`config.mk`:
```
export PLATFORM = sky130hd
export DESIGN_NAME = coalesced_hash_table_with_replacement
export DESIGN_NICKNAME = d
export VERILOG_FILES = /design/src/rtl/core/chtwr_pkg.sv /design/src/rtl/core/chtwr_mod.sv /design/src/rtl/core/chtwr_datapath.sv /design/src/rtl/core/chtwr_ctrl.sv /design/src/rtl/core/coalesced_hash_table_with_replacement.sv
export SDC_FILE = /design/constraint.sdc
export NUM_CORES = 1
export LEC_CHECK = 0
export BUFFER_PORTS_ARGS = -buffer_cell sky130_fd_sc_hd__buf_2
export CORE_AREA = 8 8 406 408
export CTS_CLUSTER_SIZE = 10
export DETAILED_ROUTE_END_ITERATION = 10
export DIE_AREA = 0 0 414 416
export PLACE_DENSITY_LB_ADDON = 0.08
export SLEW_MARGIN = 20
export SYNTH_ARGS = -nofsm -noshare
export SYNTH_HDL_FRONTEND = slang
export SYNTH_HIERARCHICAL = 1
export SYNTH_SLANG_ARGS = --single-unit
```
`constraint.sdc`:
```
create_clock -name clk -period 16 [get_ports clk]
set_input_delay 1.6 -clock clk [delete_from_list [all_inputs] [get_ports clk]]
set_output_delay 1.6 -clock clk [all_outputs]
set_load 0.03 [all_outputs]
```
`src/rtl/core/chtwr_pkg.sv`:
```
// Shared definitions for the coalesced hash table: field widths, status and
// action codes, datapath command codes and the datapath status bundle.
// No dependencies.
package chtwr_pkg;

  localparam int KEY_W    = 31;
  localparam int VAL_W    = 16;
  localparam int STATUS_W = 2;
  localparam int SLOT_W   = 4;
  localparam int STEPS_W  = 4;

  localparam logic [STATUS_W-1:0] ST_INSERTED  = 2'd0;
  localparam logic [STATUS_W-1:0] ST_FULL      = 2'd1;
  localparam logic [STATUS_W-1:0] ST_FOUND     = 2'd2;
  localparam logic [STATUS_W-1:0] ST_NOT_FOUND = 2'd3;

  localparam logic ACT_INSERT = 1'b0;
  localparam logic ACT_SEARCH = 1'b1;

  // One command per cycle from the controller to the datapath.
  typedef enum logic [4:0] {
    OP_NOP,
    OP_CLEAR,
    OP_ACCEPT,
    OP_READ_HOME,
    OP_SRCH_NEXT,
    OP_RES_FOUND,
    OP_RES_MISS,
    OP_RES_FULL,
    OP_PUT_HOME,
    OP_OCC_HASH,
    OP_WALK_START,
    OP_WALK_NEXT,
    OP_PROBE_END,
    OP_PROBE_REPL,
    OP_PROBE_RD,
    OP_FREE_FOUND,
    OP_WR_NEW_FREE,
    OP_WR_LINK_END,
    OP_WR_MOVE,
    OP_SCAN_RD,
    OP_SCAN_CHK_RD,
    OP_SCAN_CHK,
    OP_OUT_LOAD
  } dp_op_t;

  typedef struct packed {
    logic mod_done;     // modulo unit finished this cycle
    logic is_search;    // latched action is a search
    logic rd_used;      // read record is occupied
    logic key_match;    // read record key equals latched key
    logic rd_has_next;  // read record carries a link
    logic home_eq;      // modulo result equals latched home slot
    logic cnt_full;     // counter reached table size
    logic clr_last;     // counter at last slot
  } dp_stat_t;

endpackage

```
`src/rtl/core/chtwr_mod.sv`:
```
// Modulo unit: key mod TABLE_SIZE by reciprocal multiplication in registered steps.
// Depends on chtwr_pkg.
module chtwr_mod #(
  parameter int TABLE_SIZE = 16
) (
  input  logic                          clk,
  input  logic                          rst,
  input  logic                          start,
  input  logic [chtwr_pkg::KEY_W-1:0]   operand,
  output logic                          done,
  output logic [$clog2(TABLE_SIZE)-1:0] rem
);
  import chtwr_pkg::*;

  localparam int IW = $clog2(TABLE_SIZE);
  localparam int MW = 32;
  localparam int PW = KEY_W + MW;
  localparam int SH = KEY_W + IW;
  // ceil(2^SH / TABLE_SIZE) yields the exact quotient for every KEY_W-bit key
  localparam logic [MW-1:0] MAGIC =
    MW'(((64'd1 << SH) + 64'(TABLE_SIZE) - 64'd1) / 64'(TABLE_SIZE));
  localparam logic [IW:0]   TS_W  = (IW + 1)'(TABLE_SIZE);

  logic [KEY_W-1:0]  opnd;
  logic [PW-1:0]     prod;
  logic [KEY_W-1:0]  quo;
  logic [KEY_W+IW:0] qm;
  logic [KEY_W-1:0]  diff;
  logic [2:0]        stage;

  always_comb begin
    quo  = KEY_W'(prod >> SH);
    diff = opnd - qm[KEY_W-1:0];
  end

  // advance through multiply, back-multiply and subtract
  always_ff @(posedge clk) begin
    if (rst) begin
      stage <= '0;
      done  <= 1'b0;
    end else begin
      stage <= {stage[1:0], start};
      done  <= stage[2];
    end
  end

  always_ff @(posedge clk) begin
    if (start) begin
      opnd <= operand;
    end
    if (stage[0]) begin
      prod <= opnd * MAGIC;
    end
    if (stage[1]) begin
      qm <= quo * TS_W;
    end
    if (stage[2]) begin
      rem <= diff[IW-1:0];
    end
  end

endmodule

```
`src/rtl/core/chtwr_datapath.sv`:
```
// Datapath of the hash table: slot memory, walk and probe pointers, result
// and output registers; executes one controller command per cycle.
// Depends on chtwr_pkg and chtwr_mod.
module chtwr_datapath #(
  parameter int TABLE_SIZE = 16
) (
  input  logic                            clk,
  input  logic                            rst,
  input  chtwr_pkg::dp_op_t               op,
  input  logic                            action,
  input  logic [chtwr_pkg::KEY_W-1:0]     key,
  input  logic [chtwr_pkg::VAL_W-1:0]     value,
  output chtwr_pkg::dp_stat_t             stat,
  output logic [chtwr_pkg::STATUS_W-1:0]  status,
  output logic [chtwr_pkg::SLOT_W-1:0]    slot_index,
  output logic [chtwr_pkg::VAL_W-1:0]     found_value,
  output logic [chtwr_pkg::STEPS_W-1:0]   link_steps
);
  import chtwr_pkg::*;

  localparam int IW = $clog2(TABLE_SIZE);
  localparam int CW = $clog2(TABLE_SIZE + 1);
  localparam logic [IW-1:0] LAST_SLOT = IW'(TABLE_SIZE - 1);
  localparam logic [CW-1:0] CNT_FULL  = CW'(TABLE_SIZE);
  localparam logic [CW-1:0] CNT_LAST  = CW'(TABLE_SIZE - 1);

  typedef struct packed {
    logic             used;
    logic [KEY_W-1:0] key;
    logic [VAL_W-1:0] val;
    logic             has_next;
    logic [IW-1:0]    nxt;
  } rec_t;

  function automatic logic [IW-1:0] inc_wrap(input logic [IW-1:0] a);
    inc_wrap = (a == LAST_SLOT) ? '0 : a + 1'b1;
  endfunction

  rec_t mem [TABLE_SIZE];
  rec_t rdata;
  logic [IW-1:0] rslot;

  logic          we, re;
  logic [IW-1:0] waddr, raddr;
  rec_t          wdata, new_rec, linked, redirect;
  logic          redirect_hit;

  logic             action_r;
  logic [KEY_W-1:0] key_r;
  logic [VAL_W-1:0] val_r;
  logic [CW-1:0]    cnt;
  logic [STEPS_W-1:0] steps;
  logic [IW-1:0]    home, end_slot, free_slot, ptr;
  rec_t             occ;

  logic [STATUS_W-1:0] res_status;
  logic [IW-1:0]       res_slot;
  logic [VAL_W-1:0]    res_val;
  logic [STEPS_W-1:0]  res_steps;

  logic             mod_start, mod_done;
  logic [KEY_W-1:0] mod_operand;
  logic [IW-1:0]    mod_rem;

  chtwr_mod #(.TABLE_SIZE(TABLE_SIZE)) u_mod (
    .clk     (clk),
    .rst     (rst),
    .start   (mod_start),
    .operand (mod_operand),
    .done    (mod_done),
    .rem     (mod_rem)
  );

  assign mod_start   = (op == OP_ACCEPT) || (op == OP_OCC_HASH);
  assign mod_operand = (op == OP_ACCEPT) ? key : rdata.key;

  always_comb begin
    new_rec          = '{used: 1'b1, key: key_r, val: val_r, has_next: 1'b0, nxt: '0};
    linked           = occ;
    linked.has_next  = 1'b1;
    linked.nxt       = free_slot;
    redirect         = rdata;
    redirect.nxt     = free_slot;
    redirect_hit     = rdata.has_next && (rdata.nxt == home);
  end

  // Memory port selection
  always_comb begin
    we    = 1'b0;
    waddr = home;
    wdata = new_rec;
    re    = 1'b0;
    raddr = ptr;
    case (op)
      OP_CLEAR: begin
        we    = 1'b1;
        waddr = cnt[IW-1:0];
        wdata = '0;
      end
      OP_PUT_HOME: begin
        we    = 1'b1;
        waddr = home;
      end
      OP_WR_NEW_FREE: begin
        we    = 1'b1;
        waddr = free_slot;
      end
      OP_WR_LINK_END: begin
        we    = 1'b1;
        waddr = end_slot;
        wdata = linked;
      end
      OP_WR_MOVE: begin
        we    = 1'b1;
        waddr = free_slot;
        wdata = occ;
      end
      OP_SCAN_CHK: begin
        we    = redirect_hit;
        waddr = rslot;
        wdata = redirect;
      end
      OP_SCAN_CHK_RD: begin
        we    = redirect_hit;
        waddr = rslot;
        wdata = redirect;
        re    = 1'b1;
        raddr = cnt[IW-1:0];
      end
      OP_READ_HOME: begin
        re    = 1'b1;
        raddr = mod_rem;
      end
      OP_SRCH_NEXT, OP_WALK_NEXT: begin
        re    = 1'b1;
        raddr = rdata.nxt;
      end
      OP_WALK_START: begin
        re    = 1'b1;
        raddr = home;
      end
      OP_PROBE_RD: begin
        re    = 1'b1;
        raddr = ptr;
      end
      OP_SCAN_RD: begin
        re    = 1'b1;
        raddr = cnt[IW-1:0];
      end
      default: ;
    endcase
  end

  always_ff @(posedge clk) begin
    if (we) begin
      mem[waddr] <= wdata;
    end
    if (re) begin
      rdata <= mem[raddr];
      rslot <= raddr;
    end
  end

  // Counter drives the clearing pass after reset, so it resets
  always_ff @(posedge clk) begin
    if (rst) begin
      cnt <= '0;
    end else begin
      case (op)
        OP_CLEAR, OP_SRCH_NEXT, OP_WALK_NEXT, OP_PROBE_RD, OP_SCAN_RD, OP_SCAN_CHK_RD:
          cnt <= cnt + 1'b1;
        OP_ACCEPT, OP_WALK_START, OP_PROBE_END, OP_PROBE_REPL, OP_WR_MOVE:
          cnt <= '0;
        default: ;
      endcase
    end
  end

  always_ff @(posedge clk) begin
    case (op)
      OP_ACCEPT: begin
        action_r <= action;
        key_r    <= key;
        val_r    <= value;
        steps    <= '0;
      end
      OP_READ_HOME: home <= mod_rem;
      OP_SRCH_NEXT: begin
        if (steps != '1) begin
          steps <= steps + 1'b1;
        end
      end
      OP_RES_FOUND: begin
        res_status <= ST_FOUND;
        res_slot   <= rslot;
        res_val    <= rdata.val;
        res_steps  <= steps;
      end
      OP_RES_MISS: begin
        res_status <= ST_NOT_FOUND;
        res_slot   <= '0;
        res_val    <= '0;
        res_steps  <= steps;
      end
      OP_RES_FULL: begin
        res_status <= ST_FULL;
        res_slot   <= '0;
        res_val    <= '0;
        res_steps  <= '0;
      end
      OP_PUT_HOME: begin
        res_status <= ST_INSERTED;
        res_slot   <= home;
        res_val    <= '0;
        res_steps  <= '0;
      end
      OP_WR_NEW_FREE: begin
        res_status <= ST_INSERTED;
        res_slot   <= free_slot;
        res_val    <= '0;
        res_steps  <= '0;
      end
      OP_OCC_HASH: occ <= rdata;
      OP_PROBE_END: begin
        end_slot <= rslot;
        occ      <= rdata;
        ptr      <= inc_wrap(rslot);
      end
      OP_PROBE_REPL: ptr <= inc_wrap(home);
      OP_PROBE_RD:   ptr <= inc_wrap(ptr);
      OP_FREE_FOUND: free_slot <= rslot;
      OP_OUT_LOAD: begin
        status      <= res_status;
        slot_index  <= SLOT_W'(res_slot);
        found_value <= res_val;
        link_steps  <= res_steps;
      end
      default: ;
    endcase
  end

  always_comb begin
    stat.mod_done    = mod_done;
    stat.is_search   = (action_r == ACT_SEARCH);
    stat.rd_used     = rdata.used;
    stat.key_match   = (rdata.key == key_r);
    stat.rd_has_next = rdata.has_next;
    stat.home_eq     = (mod_rem == home);
    stat.cnt_full    = (cnt == CNT_FULL);
    stat.clr_last    = (cnt == CNT_LAST);
  end

endmodule

```
`src/rtl/core/chtwr_ctrl.sv`:
```
// Controller of the hash table: sequences clearing, hashing, chain walk,
// probing, relocation and link scan, and owns both handshakes.
// Depends on chtwr_pkg.
module chtwr_ctrl (
  input  logic                 clk,
  input  logic                 rst,
  input  logic                 req_valid,
  output logic                 req_stall,
  output logic                 rsp_valid,
  input  logic                 rsp_stall,
  input  chtwr_pkg::dp_stat_t  stat,
  output chtwr_pkg::dp_op_t    op
);
  import chtwr_pkg::*;

  typedef enum logic [15:0] {
    S_CLEAR    = 16'h0001,
    S_IDLE     = 16'h0002,
    S_HASH     = 16'h0004,
    S_SRCH     = 16'h0008,
    S_INS_HOME = 16'h0010,
    S_OCC_HASH = 16'h0020,
    S_WALK     = 16'h0040,
    S_PROBE_GO = 16'h0080,
    S_PROBE    = 16'h0100,
    S_LINK_NEW = 16'h0200,
    S_LINK_END = 16'h0400,
    S_MOVE     = 16'h0800,
    S_SCAN_GO  = 16'h1000,
    S_SCAN     = 16'h2000,
    S_PUT_HOME = 16'h4000,
    S_DONE     = 16'h8000
  } state_t;

  state_t state, state_next;
  logic   repl, repl_next;

  assign req_stall = (state != S_IDLE);

  always_comb begin
    state_next = state;
    repl_next  = repl;
    op         = OP_NOP;
    case (state)
      S_CLEAR: begin
        op = OP_CLEAR;
        if (stat.clr_last) state_next = S_IDLE;
      end
      S_IDLE: begin
        if (req_valid) begin
          op         = OP_ACCEPT;
          state_next = S_HASH;
        end
      end
      S_HASH: begin
        if (stat.mod_done) begin
          op         = OP_READ_HOME;
          state_next = stat.is_search ? S_SRCH : S_INS_HOME;
        end
      end
      S_SRCH: begin
        if (stat.rd_used && stat.key_match) begin
          op         = OP_RES_FOUND;
          state_next = S_DONE;
        end else if (!stat.rd_used || !stat.rd_has_next || stat.cnt_full) begin
          op         = OP_RES_MISS;
          state_next = S_DONE;
        end else begin
          op = OP_SRCH_NEXT;
        end
      end
      S_INS_HOME: begin
        if (!stat.rd_used) begin
          op         = OP_PUT_HOME;
          state_next = S_DONE;
        end else begin
          op         = OP_OCC_HASH;
          state_next = S_OCC_HASH;
        end
      end
      S_OCC_HASH: begin
        // same home: extend the chain; other home: evict the occupant
        if (stat.mod_done) begin
          if (stat.home_eq) begin
            op         = OP_WALK_START;
            repl_next  = 1'b0;
            state_next = S_WALK;
          end else begin
            op         = OP_PROBE_REPL;
            repl_next  = 1'b1;
            state_next = S_PROBE_GO;
          end
        end
      end
      S_WALK: begin
        if (stat.rd_has_next && !stat.cnt_full) begin
          op = OP_WALK_NEXT;
        end else begin
          op         = OP_PROBE_END;
          state_next = S_PROBE_GO;
        end
      end
      S_PROBE_GO: begin
        op         = OP_PROBE_RD;
        state_next = S_PROBE;
      end
      S_PROBE: begin
        if (!stat.rd_used) begin
          op         = OP_FREE_FOUND;
          state_next = repl ? S_MOVE : S_LINK_NEW;
        end else if (stat.cnt_full) begin
          op         = OP_RES_FULL;
          state_next = S_DONE;
        end else begin
          op = OP_PROBE_RD;
        end
      end
      S_LINK_NEW: begin
        op         = OP_WR_NEW_FREE;
        state_next = S_LINK_END;
      end
      S_LINK_END: begin
        op         = OP_WR_LINK_END;
        state_next = S_DONE;
      end
      S_MOVE: begin
        op         = OP_WR_MOVE;
        state_next = S_SCAN_GO;
      end
      S_SCAN_GO: begin
        op         = OP_SCAN_RD;
        state_next = S_SCAN;
      end
      S_SCAN: begin
        // check the slot read last cycle while reading the next one
        if (stat.cnt_full) begin
          op         = OP_SCAN_CHK;
          state_next = S_PUT_HOME;
        end else begin
          op = OP_SCAN_CHK_RD;
        end
      end
      S_PUT_HOME: begin
        op         = OP_PUT_HOME;
        state_next = S_DONE;
      end
      S_DONE: begin
        if (!rsp_valid || !rsp_stall) begin
          op         = OP_OUT_LOAD;
          state_next = S_IDLE;
        end
      end
      default: state_next = S_IDLE;
    endcase
  end

  always_ff @(posedge clk) begin
    if (rst) begin
      state     <= S_CLEAR;
      repl      <= 1'b0;
      rsp_valid <= 1'b0;
    end else begin
      state <= state_next;
      repl  <= repl_next;
      if (op == OP_OUT_LOAD) begin
        rsp_valid <= 1'b1;
      end else if (!rsp_stall) begin
        rsp_valid <= 1'b0;
      end
    end
  end

endmodule

```
`src/rtl/core/coalesced_hash_table_with_replacement.sv`:
```
// Coalesced hash table with replacement over TABLE_SIZE slots, one item at a
// time. Every item first hashes its key through a reciprocal-multiply modulo
// unit; a search then reads its home slot and follows one link at a time, and
// an insert into an empty home slot writes it there. An insert that meets an
// occupant hashes that key too and walks its chain and probes for a free slot
// at one slot a cycle; evicting an occupant of another home adds a scan of all
// TABLE_SIZE slots that redirects links. The slot memory has separate read and
// write ports. After reset a clearing pass over all TABLE_SIZE slots runs
// before the first request is taken. A result waits in an output register,
// and the next request is taken while it waits.
module coalesced_hash_table_with_replacement #(
  parameter int TABLE_SIZE = 16
) (
  input  logic                            clk,
  input  logic                            rst,
  input  logic                            req_valid,
  output logic                            req_stall,
  input  logic                            action,
  input  logic [chtwr_pkg::KEY_W-1:0]     key,
  input  logic [chtwr_pkg::VAL_W-1:0]     value,
  output logic                            rsp_valid,
  input  logic                            rsp_stall,
  output logic [chtwr_pkg::STATUS_W-1:0]  status,
  output logic [chtwr_pkg::SLOT_W-1:0]    slot_index,
  output logic [chtwr_pkg::VAL_W-1:0]     found_value,
  output logic [chtwr_pkg::STEPS_W-1:0]   link_steps
);
  import chtwr_pkg::*;

  dp_op_t   op;
  dp_stat_t stat;

  chtwr_ctrl u_ctrl (
    .clk       (clk),
    .rst       (rst),
    .req_valid (req_valid),
    .req_stall (req_stall),
    .rsp_valid (rsp_valid),
    .rsp_stall (rsp_stall),
    .stat      (stat),
    .op        (op)
  );

  chtwr_datapath #(.TABLE_SIZE(TABLE_SIZE)) u_datapath (
    .clk         (clk),
    .rst         (rst),
    .op          (op),
    .action      (action),
    .key         (key),
    .value       (value),
    .stat        (stat),
    .status      (status),
    .slot_index  (slot_index),
    .found_value (found_value),
    .link_steps  (link_steps)
  );

endmodule

```
==> key figures <==
Routing
  • Vias after detailed routing: 28400
  • First-pass DRT Iterations: 6
  • DRC violations left: 0
  • Iter 0 DRT Violations: 2912
  • Vias/cell: 5.37
  • Antenna viol nets, final: 0
  • Post-Route WL: 151 mm
  • Wirelength per Cell: 28.7 um

Clocking
  • # resized after CTS: 0
  • Number of hold buffers added after CTS: 0
  • CTS sink count: 1113
  • Clock buffer depth: 3
  • Clk root buf: clkbuf_16
  • Setup Buffers After CTS: 0
  • CTS Buf Count: 135
  • Clock Latency Late Sink: 0.76 ns
  • CTS tree: built
  • Clk pin slew, worst setup/hold paths: 0.05 ns
  • H-tree depth: 4

Synthesis
  • Gate Count Post-Synth: 3111
  • Syn. warnings: 6
  • Cell Area, Synth: 0.0453 mm2
  • Syn nets: 3170
  • Mean Syn Cell Area: 14.6 um2

Final layout
  • Filler cell count: 15500
  • Seq. cell area: 0.0332 mm2
  • Synth-to-Final Area Change: 14.4%
  • Post-Layout Cell Count: 5286
  • Multi-input logic area: 0.0111 mm2
  • Post-route cell area: 0.0519 mm2
  • Fin nets: 3200
  • Final core occ: 32.7%
  • Layout cell share with drive strength beyond 1: 12.8%

Worst setup path
  • Maximum fanout along the worst path: 84
  • Reg2reg setup slack: 7.06 ns
  • CP endpoint kind: flop
  • Crit Path Class: flop to flop
  • Critical path required time: 16.61 ns
  • Startpoint Class: flop
  • Arrival @ worst endpoint: 9.55 ns

STA
  • Final setup margin: 7.06 ns
  • Pins Over Slew Limit: 0
  • Hold Violations, Final: 0
  • Peak Freq: 112 MHz
  • Worst hold slack: 0.416 ns
  • Relative slew slack: 22.3%
  • Actual transition at the worst max-transition pin: 1.17 ns
  • Clk_skew: 0.0249 ns
  • Post-route clock period utilization: 55.9%
  • Setup_tns: 0 ns
  • Endpoints failing setup: 0
  • RSZ-0062 raised after global routing: no
  • Tmin final: 8.94 ns

GRT
  • Initial antenna violation count: 12
  • First-pass GRT wire length: 214 mm
  • GRT Resource Usage Total: 17.0%
  • Remaining Overflow, GRT: 0
  • Number of global-route vias before repair: 28300
  • Pin count of the biggest net entering global routing: 161

Die
  • # IOs: 80
  • Starting Density: 28.5%
  • Core area: 0.159 mm2
  • Core Rows: 147
  • Die Height: 416 um
  • Die ar.: 0.172 mm2
  • Die span in x: 414 um

Power
  • PnR Total Power: 6.84 mW
  • Power per cell area: 132 mW/mm2
  • Leak: 17.1 nW
  • Max VDD drop: 0.000114 V

Run
  • Max-cap violations: 0

Placed design
  • Placed inst area: 0.0482 mm2
  • Final RePlAce weighted congestion: 0.750
  • Pre-CTS WS: 6.74 ns
  • I/O Buffers: 79
  • HPWL after DPL: 78.6 mm
  • Placed cells: 5090

Run status
  • Status: complete, no violations

Hold path
  • Hold WC Path Type: flop to flop
## state kept, by name, summed over array words and instances, names as in the netlist, 3 cells and up
| register | count |
|---|---|
| u_ctrl/state | 16 |
| u_datapath/steps | 4 |
| u_datapath/rslot | 4 |
| u_datapath/free_slot | 4 |
| u_datapath/u_mod/rem | 4 |
| u_datapath/slot_index | 4 |
| u_datapath/res_steps | 4 |
| u_datapath/u_mod/opnd | 4 |
| u_datapath/mem | 848 |
| u_datapath/link_steps | 4 |
| u_datapath/u_mod/stage | 3 |
| u_datapath/key_r | 31 |
| u_datapath/found_value | 16 |
| u_datapath/res_slot | 4 |
| u_datapath/rdata | 51 |
| u_datapath/cnt | 5 |
| u_datapath/val_r | 16 |
| u_datapath/ptr | 4 |
| u_datapath/occ | 5 |
| u_datapath/linked | 48 |
| u_datapath/res_val | 16 |
| u_datapath/end_slot | 4 |
| u_datapath/home | 4 |
## cells in the final DEF (no fill, tap or decap), drive strengths merged, types with 4 or more instances in the layout
cell type	n
and2	23
nor3	17
nand2	308
nand4	12
xnor2	20
or4	57
mux2i	53
or3	5
buf	146
a31oi	4
a22oi	9
nor2	58
nand3	180
clkbuf	169
nand2b	14
or4b	4
a21oi	182
nor3b	5
or2	5
nor4b	10
nand3b	4
a2111oi	162
and3	10
a22o	6
clkinv	18
nor2b	15
a21o	5
dfxtp	27
xor2	30
inv	82
mux2	56
a222oi	51
a211oi	7
nor4	16
a221oi	57
a2111o	53
o21ai	190
edfxtp	1086
ha	7
## layout make-up
cell class	count	share of cell area, %
sequential	1113	63.9
multi-input combinational	1670	21.5
clock buffer	169	6.84
tap	2086	5.03
timing repair buffer	146	1.86
inverter	75	0.574
clock inverter	26	0.357
antenna	1	0.00482
## report_power, final
part	internal, mW	total, mW	leakage, nW	switching [mW]
logic	0.102	0.550	5.15	0.448
clock network	1.55	2.71	1.82	1.16
registers	3.53	3.58	10.1	0.0538
## worst paths after layout
| kind | cells past startpoint | from | end |
|---|---|---|---|
| worst min register to register | 0 | u_datapath/res_val[1] | u_datapath/found_value[1] |
| worst min-delay path | 0 | u_datapath/res_val[1] | u_datapath/found_value[1] |
| worst max register to register | 17 | u_datapath/key_r[22] | u_datapath/rdata[49] |
| worst max-delay path | 17 | u_datapath/key_r[22] | u_datapath/rdata[49] |
## critical path: stages (launching register included)
cell      delay, ns
edfxtp_1       0.50
xor2_1         0.23
nor4_1         0.74
nand4_1        0.18
nor4_1         0.89
buf_4          0.27
o21ai_0        0.09
a211oi_1       0.34
nand3_2        0.52
or4b_1         0.92
a21oi_2        0.30
a2111o_2       0.75
nand2_8        0.67
inv_6          0.68
buf_4          0.71
a21oi_1        0.17
a221oi_1       0.32
or4_1          0.20
## layer usage
metal	part of all wire, %	wire (um)	track usage (%)
met3	5.7	8640	3.01
met4	2.5	3820	5.07
met1	45	68500	23.4
met2	47	70500	27.3
met5	0.018	27	0
Power figures use the tool's default switching activity.
